## src/rtl/core/word_break_segmentation_check_defines.svh

```systemverilog
// Assertion macros shared by the word-break checker RTL.
`ifndef WORD_BREAK_SEGMENTATION_CHECK_DEFINES_SVH
`define WORD_BREAK_SEGMENTATION_CHECK_DEFINES_SVH

// Same-cycle implication, sampled on clk_i, off while rst_ni is low.
`define WBSC_ASSERT_NOW(label, ante, cons, msg) \
  label: assert property (@(posedge clk_i) disable iff (!rst_ni) (ante) |-> (cons)) \
    else $error(msg);

// Next-cycle implication, sampled on clk_i, off while rst_ni is low.
`define WBSC_ASSERT_NEXT(label, ante, cons, msg) \
  label: assert property (@(posedge clk_i) disable iff (!rst_ni) (ante) |=> (cons)) \
    else $error(msg);

`endif

```

## src/rtl/core/wbsc_pkg.sv

```systemverilog
package wbsc_pkg;

  localparam int CHAR_W      = 8;
  localparam int MODE_W      = 2;
  localparam int TDATA_IN_W  = 8;
  localparam int TUSER_IN_W  = 2;
  localparam int TDATA_OUT_W = 8;

  typedef enum logic [MODE_W-1:0] {
    MODE_DICT  = 2'd0,
    MODE_TEXT  = 2'd1,
    MODE_CLEAR = 2'd2
  } mode_e;

  typedef enum logic [1:0] {
    ST_IDLE,
    ST_SCAN,
    ST_FINISH
  } state_e;

  typedef struct packed {
    logic              store;
    logic              clear;
    logic              fin;
    logic [CHAR_W-1:0] ch;
  } dict_cmd_t;

endpackage

```

## src/rtl/core/wbsc_word_cmp.sv

```systemverilog
module wbsc_word_cmp #(
  parameter int MAX_WORD_LEN = 16
) (
  input  logic                                     clk_i,
  input  logic                                     rst_ni,
  input  logic                                     clear_i,
  input  logic                                     valid_i,
  input  logic [MAX_WORD_LEN*wbsc_pkg::CHAR_W-1:0] win_i,
  input  logic [MAX_WORD_LEN*wbsc_pkg::CHAR_W-1:0] chars_i,
  input  logic [$clog2(MAX_WORD_LEN+1)-1:0]        len_i,
  input  logic [MAX_WORD_LEN:0]                    reach_i,
  output logic                                     hit_o
);
  import wbsc_pkg::*;

  localparam int LW = $clog2(MAX_WORD_LEN + 1);

  logic [MAX_WORD_LEN-1:0] slot_ok;
  logic                    reach_sel;
  logic                    match;
  logic                    hit_q;

  // Slots past the word length are don't-care.
  always_comb begin
    for (int k = 0; k < MAX_WORD_LEN; k++) begin
      slot_ok[k] = (chars_i[k*CHAR_W +: CHAR_W] == win_i[k*CHAR_W +: CHAR_W])
                   || (LW'(k) >= len_i);
    end
    reach_sel = (len_i != '0) ? reach_i[len_i - LW'(1)] : 1'b0;
    match     = (len_i != '0) && reach_sel && (&slot_ok);
  end

  always_ff @(posedge clk_i or negedge rst_ni) begin
    if (!rst_ni) begin
      hit_q <= 1'b0;
    end else if (clear_i) begin
      hit_q <= 1'b0;
    end else if (valid_i && match) begin
      hit_q <= 1'b1;
    end
  end

  assign hit_o = hit_q;

endmodule

```

## config.mk

```make
export PLATFORM = sky130hd
export DESIGN_NAME = wbsc_word_cmp
export DESIGN_NICKNAME = d
export VERILOG_FILES = /design/src/rtl/core/word_break_segmentation_check_defines.svh /design/src/rtl/core/wbsc_pkg.sv /design/src/rtl/core/wbsc_word_cmp.sv
export SDC_FILE = /design/constraint.sdc
export NUM_CORES = 1
export LEC_CHECK = 0
export ABC_AREA = 1
export BUFFER_PORTS_ARGS = -buffer_cell sky130_fd_sc_hd__buf_2
export CAP_MARGIN = 10
export CORE_AREA = 2 2 110 112
export CTS_CLUSTER_SIZE = 24
export DETAILED_ROUTE_END_ITERATION = 10
export DIE_AREA = 0 0 112 114
export PLACE_DENSITY_LB_ADDON = 0.05
export SETUP_SLACK_MARGIN = 0.02
export SKIP_LAST_GASP = 1
export SLEW_MARGIN = 20
export SYNTH_ARGS = -nofsm -noshare
export SYNTH_HDL_FRONTEND = slang
export SYNTH_SLANG_ARGS = --single-unit
```

## constraint.sdc

```tcl
create_clock -name clk_i -period 1.4 [get_ports clk_i]
set_clock_uncertainty 0.05 [all_clocks]
set_input_delay 0.07 -clock clk_i [delete_from_list [all_inputs] [get_ports clk_i]]
set_output_delay 0.07 -clock clk_i [all_outputs]
set_load 0.01 [all_outputs]
```

Yosys cells after proc, flatten, opt, wreduce, memory -nomap -nowiden
Index checks and enable logic that the tools add are counted.
Storage, ports and cells
  register bits after elaboration: 1
  latch bits: 0
  bits in writable memories: 0
  ROM bits: 0
  bits of input ports: 282
  output and inout bits: 1
  logic and storage cells: 62
  memories: 0
Operators by class
  $add $sub $neg: 1
  multipliers: 0
  div/mod/pow operators: 0
  magnitude comparators: 17
  equality and inequality tests: 16
  shift operators: 0
  multiplexer cells: 5
  bitwise operators: 0
  reduce and logical (&&, ||, !) cells: 22
Operators by type and width (number)
  8-bit equality test: 16
  4-bit by 5-bit >= comparator with 1-bit output (first input constant): 8
  3-bit by 5-bit >= comparator with 1-bit output (first input constant): 4
  1-bit logical OR: 16
  16-bit AND reduction: 1
  1-bit by 5-bit >= comparator with 1-bit output (first input constant): 2
  2-bit by 5-bit >= comparator with 1-bit output (first input constant): 2
  5-bit by 6-bit < comparator with 1-bit output (second input constant): 1
  1-bit binary-select mux with 5-bit select: 1
  5-bit nonzero test: 1
  5-bit by 1-bit subtractor with 5-bit output (second input constant): 1
  1-bit two-way mux: 4
  1-bit logical AND: 3
  2-bit nonzero test: 1

Logic depth before layout (Yosys ltp)
Gate-level depths: netlist of run 1.
  depth after elaboration: 9
  mapped depth: 13
  mapped depth without buffers: 13

Least setup slack after synthesis of run 1
OpenSTA, ideal clock, no wires.
  path kind: input to register
  start point: input port len_i[0]
  end point: register hit_q (netlist: hit_o)
  setup time: 71 ps
  data arrival time: 1416 ps
  required time: 1279 ps
  path slack: -137 ps
  stages: 13
  buffers on the path: 1
  cells stage by stage: inv_1 buf_4 ha_1 nand2_1 nor3_1 nand2_1 a21oi_2 nand2_1 nor2_1 nand3_1 nor2_1 nor2_1 nor2_1
On the way
  word-level cells in the longest chain between the ends: 8
  elaborated cells between the ends (all ways): 42
  classes of those cells: add/sub: 1; order compare: 16; mux: 3; reduce/logical: 22
Ends and longest elaborated chain
  start: declaration: line wbsc_word_cmp.sv:10  | input logic [$clog2(MAX_WORD_LEN+1)-1:0] len_i,
  5-bit by 1-bit subtractor with 5-bit output: line wbsc_word_cmp.sv:29  | reach_sel = (len_i != '0) ? reach_i[len_i - LW'(1)] : 1'b0;
  1-bit binary-select mux with 5-bit select: line wbsc_word_cmp.sv:29
  1-bit two-way mux (implied by the code): line wbsc_word_cmp.sv:29
  1-bit two-way mux: line wbsc_word_cmp.sv:29
  1-bit logical AND: line wbsc_word_cmp.sv:30  | match = (len_i != '0) && reach_sel && (&slot_ok);
  1-bit logical AND (*): line wbsc_word_cmp.sv:30
  1-bit logical AND (*): line wbsc_word_cmp.sv:38  | end else if (valid_i && match) begin
  2-bit nonzero test (no source line) (*)
  end signal: assignment: line wbsc_word_cmp.sv:35  | hit_q <= 1'b0;
  end signal: assignment: line wbsc_word_cmp.sv:37  | hit_q <= 1'b0;
  end signal: assignment: line wbsc_word_cmp.sv:39  | hit_q <= 1'b1;
  end: declaration: line wbsc_word_cmp.sv:21  | logic hit_q;
Mark *: on every way between the ends. The rest lies on a longest branch, timed or not. The select of a mux whose other input is x is not followed.
A chain may end at the register's enable or synchronous reset.

Final worst setup path of run 1
Ends and elaborated chain as after synthesis.

==> results of run 1 <==
-- through the flow --
stage                     utilization (%)  hold slack [ps]  power [uW]  TNS (ps)
after CTS                           35.35            174.0        1187    -86.90
after global placement              34.89           -204.2        1149    -208.9
after detailed placement            34.89           -204.4        1161    -224.4
final                               35.53            174.4        1178    -76.20
after global routing                35.53            183.6        1329    -180.1
after floorplan                         -           -275.6       583.0    -4.560
-- layout make-up --
class	count	area, um2	share of cell area (%)
multi-input cells	386	2168	52.10
inverters	49	198.9	4.781
repair buffers	302	1585	38.09
well taps	147	183.9	4.420
flip-flops and latches	1	25.02	0.6013
-- where the power goes --
group          total [uW]  switching (uW)  internal [uW]
sequential           29.4   0.00000000124           29.4
clock                   0               0              0
combinational        1150             485            663
total                1180             485            692
-- cell families (layout without fill, tap and decap cells) --
logic type / after synthesis / in the layout / synth area share (%)
AOI/OAI and AO/OA: 10 / 10 / 2.517
xor gates and xnor gates: 110 / 110 / 41.24
adders and majority gates: 4 / 4 / 2.143
buffers and inverters: 51 / 351 / 8.409
DFF: 1 / 1 / 1.071
and+or+nand+nor: 262 / 262 / 44.62
-- worst paths after layout --
path,from,end,cells past startpoint
max,len_i[0],hit_o,14
min,clear_i,hit_o,2
max reg2reg,hit_o,hit_o,2
min reg2reg,hit_o,hit_o,2
max in group asynchronous,rst_ni,hit_o,2
min in group asynchronous,rst_ni,hit_o,2
-- layer usage --
layer,vias up,part of all wire (%)
met5,-,0
met4,0,0
li1,1916,-
met3,0,8.3
met1,1416,39
met2,153,53
-- layout by cell type (no fill, tap or decap), types with 2 or more instances in the layout --
| master | netlist | layout |
|---|---|---|
| ha_1 | 4 | 2 |
| nand4_1 | 4 | 4 |
| xnor2_1 | 103 | 102 |
| a21oi_1 | 2 | 2 |
| o21ai_0 | 4 | 4 |
| nand3_1 | 23 | 22 |
| inv_2 | 2 | 4 |
| o31ai_1 | 2 | 2 |
| inv_1 | 47 | 43 |
| or2_2 | 3 | 3 |
| xor2_1 | 7 | 7 |
| nor2_1 | 49 | 48 |
| buf_2 | 1 | 280 |
| nor3_1 | 4 | 3 |
| buf_4 | 1 | 19 |
| nand2_1 | 176 | 175 |
| nand2_2 | 2 | 3 |
-- repair_timing --
action / 4_1_cts / 5_1_grt
endpoints found under the setup margin: 1 / 1
endpoints found under the hold margin: 1 / 0
hold buffers: 1 / 0
pin swaps: 14 / 3
buffers inserted: 1 / 0
resized for setup: 12 / 4
-- worst max-delay path, delay by kind of cell --
family                     cells  cell delay [ps]
buffers and inverters          4              430
adders and majority gates      1              200
and+or+nand+nor                9              660
==> metrics.yaml, run 1 <==
logic_synthesis:
  yosys-top-cells-area: "xnor2_1, nand2_1, nor2_1"
  ys_types: 21
  ys_ff_latch: 1
  synth_area_per_cell_um2: 5.333
  ys_seq_area_share_pct: 1.071
  synth-edff-count: 0
  syn_nets: 724
  yosysTopAreaCell: "xnor2_1"
  synth_top_area_share_pct: 38.62
  yosysMostFrequentCell: "nand2_1"
  synth-main-ff-cell: "dfrtp_1"
  ys_top_cells_by_count: "nand2_1, xnor2_1, nor2_1, inv_1, nand3_1"
  synth.cell_area_mm2: 0.002336
  async_reset_ff_share_pct: 100.0
  yosysWarnings: 0
  synthCells: 438
grt:
  busiest_layer: "met2"
  grt_pass1_wl_um: 14470
  grt.overflow.total: 0
  grt_start_max_net_pins: 14
  grt_pass1_vias: 3515
  grt_util_met1_pct: 14.53
  globalRouteMet2Util_pct: 28.08
  gr-usage-all-layers_pct: 13.21
  use_met3_pct: 1.860
  antenna_found_initial: 0
critical_path:
  required_ps: 1280
  cp-end-kind: "flip-flop"
  slowest_stage: "ha_4"
  start_kind: "input port"
  critPathMaxStageDelay_ps: 200
  ff2ff_setup_slack_ps: 730
  crit_chain: "buf_12 > inv_12 > ha_4 > buf_4 > buf_4 > nand3_1 > nand3_1 > nand3_1 > nand2_1 > nand2_1 > nand3_1 > nor2_1 > nor2_1 > nor2_1"
  path_max_fanout: 5
  path_class: "in2reg"
  arrival_ps: 1350
  worst_path_most_repeated_cell: "nand3_1"
floorplanning:
  die_w_um: 112
  num_rows: 40
  core_area_mm2: 0.01171
  io_pins: 283
  chipHeight_um: 114
  initial_core_util_pct: 19.95
  die_area_mm2: 0.01277
sta:
  period_share_pct: 105.4
  drv_slew: 0
  max_slew_margin_pct: 80.55
  hold_viol: 0
  fmaxAchievable_ghz: 0.6774
  rsz0062_at_grt: "true"
  setup_violations: 1
  fin_crit_ps: 1476
  worst_pin_slew_ps: 288.8
  setup_ws_ps: -76.20
worst_hold_path:
  hold_class: "in2reg"
power:
  vdd_drop_max_mv: 0.08540
  leakage_uw: 0.002337
  cellPowerDensity_mw_per_mm2: 283.0
run_status:
  failed_checks: "setup timing"
  status: "finished, violations left"
placed_design:
  io_buffer_count: 282
  dpl-instance-area_mm2: 0.004086
  routabilityCongestion: 0.8314
  dp_slack_ps: -224.4
  dpl.hpwl_um: 8546
  dp_cells: 883
cts:
  cts.clk_slew.worst_paths_ps: 0
  worstSkewPairLatency_ps: 0
routing:
  ant_nets: 0
  wirelength_um: 9115
  vias: 3485
  drtIter0Drc: 80
  wire_per_inst_um: 10.30
  routed_via_density: 3.938
  firstDrtPassIters: 4
  drcViolationCount: 0
finish:
  nets: 1026
  fillerInstances: 1328
  largest_reg_flops: 1
  layoutNonFillerInstCount: 885
  antenna_cells: 0
  drive_gt1_share_pct: 43.50
  area_growth_pct: 78.15
  final_area_mm2: 0.004161
flow_run:
  max_cap_violations: 0
(Power assumes the default switching activity.)
==> inputs of run 2 (changes only) <==
--- a/config.mk
+++ b/config.mk
@@ -12,6 +12,7 @@
 export CTS_CLUSTER_SIZE = 24
 export DETAILED_ROUTE_END_ITERATION = 10
 export DIE_AREA = 0 0 112 114
+export MAX_ROUTING_LAYER = met4
 export PLACE_DENSITY_LB_ADDON = 0.05
 export SETUP_SLACK_MARGIN = 0.02
 export SKIP_LAST_GASP = 1
==> run 2 against run 1 <==
- the run still ends with setup timing left
- combinational power hardly changed
- hold slack is the same
- critical path depth unchanged
- sequential share of layout area unchanged
- via count unchanged
- core utilization stayed put
- flip-flop and latch count is the same
- wire length barely moved
- die area unchanged
- register-to-register slack hardly changed
- first-iteration DRC count decreased by 2.5%
- critical path type unchanged
- critical endpoint unchanged
- largest power group unchanged
- highest routed layer unchanged
==> metrics.yaml, run 2 (synthesis gave the netlist of run 1 again) <==
floorplanning:
  chipHeight_um: 114
  die_w_um: 112
  core_area_mm2: 0.01171
  num_rows: 40
  io_pins: 283
  initial_core_util_pct: 19.95
  die_area_mm2: 0.01277
power:
  p_sw_share_pct: 41.22
  p_int_uw: 692.3
  p_comb_share_pct: 97.5
  leakage_uw: 0.002337
  cellPowerDensity_mw_per_mm2: 283.0
  vdd_drop_max_mv: 0.08540
  clkPwrFrac_pct: 0
  power_frac_seq_pct: 2.5
  p_sw_uw: 485.5
finish:
  nets: 1026
  final_common_cell: "buf_2"
  largest_reg_flops: 1
  layoutNonFillerInstCount: 885
  antenna_cells: 0
  area_growth_pct: 78.15
  final_cell_mix: "buf_2, nand2_1, xnor2_1"
  drive_gt1_share_pct: 43.50
routing:
  firstDrtPassIters: 4
  vias: 3485
  wire_per_inst_um: 10.31
  ant_nets: 0
  routed_via_density: 3.938
  wirelength_um: 9121
  drcViolationCount: 0
  drtIter0Drc: 78
placed_design:
  routabilityCongestion: 0.8442
  dp_cells: 883
  dpl.hpwl_um: 8546
  io_buffer_count: 282
  dp_slack_ps: -224.4
sta:
  fmaxAchievable_ghz: 0.6774
  setup_ws_ps: -76.20
  setup_tns_ps: -76.20
  fin_crit_ps: 1476
  drv_slew: 0
  max_slew_margin_pct: 80.55
  rsz0062_at_grt: "true"
  worst_pin_slew_ps: 288.8
  period_share_pct: 105.4
  setup_violations: 1
  fin_hold_ws_ps: 174.4
  hold_viol: 0
grt:
  gr-usage-all-layers_pct: 13.60
  grt_util_met1_pct: 14.91
  grt_pass1_vias: 3517
  use_met3_pct: 1.222
  antenna_found_initial: 0
  busiest_layer: "met2"
  grt_start_max_net_pins: 14
  grt.overflow.total: 0
  globalRouteMet2Util_pct: 28.08
  grt_pass1_wl_um: 14460
critical_path:
  path_class: "in2reg"
  crit_chain: "buf_12 > inv_12 > ha_4 > buf_4 > buf_4 > nand3_1 > nand3_1 > nand3_1 > nand2_1 > nand2_1 > nand3_1 > nor2_1 > nor2_1 > nor2_1"
  worst_path_most_repeated_cell: "nand3_1"
  required_ps: 1280
  slowest_stage: "ha_4"
  arrival_ps: 1350
  path_max_fanout: 5
  critPathBufInv: 4
  start_kind: "input port"
  cp-end-kind: "flip-flop"
  worst_path_dominant_cell_family: "simple AND/OR/NAND/NOR gates"
  critPathMaxStageDelay_ps: 200
cts:
  cts.clk_slew.worst_paths_ps: 0
  worstSkewPairLatency_ps: 0
run_status:
  status: "finished, violations left"
  failed_checks: "setup timing"
worst_hold_path:
  hold_class: "in2reg"
flow_run:
  max_cap_violations: 0
==> run 2: cell counts in the layout (fill, tap and decap cells not counted) <==
Identical to the previous run, type by type.
==> run 2: layer usage <==
| layer | wire length [um] | part of all wire, % |
|---|---|---|
| met2 | 4847 | 53 |
| met1 | 3580 | 39 |
| met3 | 693 | 7.6 |
| met4 | 0 | 0 |
| met5 | 0 | 0 |
==> run 2: layout make-up <==
type / instances / area [um2]
Tap cell: 147 / 183.9
Multi-Input combinational cell: 386 / 2168
Timing Repair Buffer: 302 / 1585
Sequential cell: 1 / 25.02
Inverter: 49 / 198.9
Fill cell: 1328 / 7550
==> run 2: final timing paths <==
kind	start	end	slack, ps	depth (start not counted)
min reg2reg	hit_o	hit_o	440	2
max reg2reg	hit_o	hit_o	730	2
max in group asynchronous	rst_ni	hit_o	850	2
max	len_i[0]	hit_o	-80	14
min in group asynchronous	rst_ni	hit_o	360	2
min	clear_i	hit_o	170	2
==> run 2: metrics by stage <==
stage          power [uW]  instance area, um2  utilization (%)
6_report             1178                4161            35.53
5_1_grt              1329                4161            35.53
4_1_cts              1187                4140            35.35
3_5_place_dp         1161                4086            34.89
3_3_place_gp         1149                4086            34.89
2_1_floorplan       583.0                2376                -
==> run 2: what timing repair did <==
| action | in CTS | in global routing |
|---|---|---|
| gates resized for setup | 12 | 4 |
| pin swaps | 14 | 3 |
| endpoints found under the hold margin | 1 | 0 |
| buffers inserted | 1 | 0 |
| hold buffers | 1 | 0 |
| setup endpoints to repair | 1 | 1 |
==> run 2: power groups by stage <==
stage	sequential (uW)	clock, uW	combinational (uW)
2_1_floorplan	29.4	0	554
3_3_place_gp	29.4	0	1120
3_5_place_dp	29.4	0	1130
4_1_cts	29.4	0	1160
5_1_grt	29.4	0	1300
6_report	29.4	0	1150
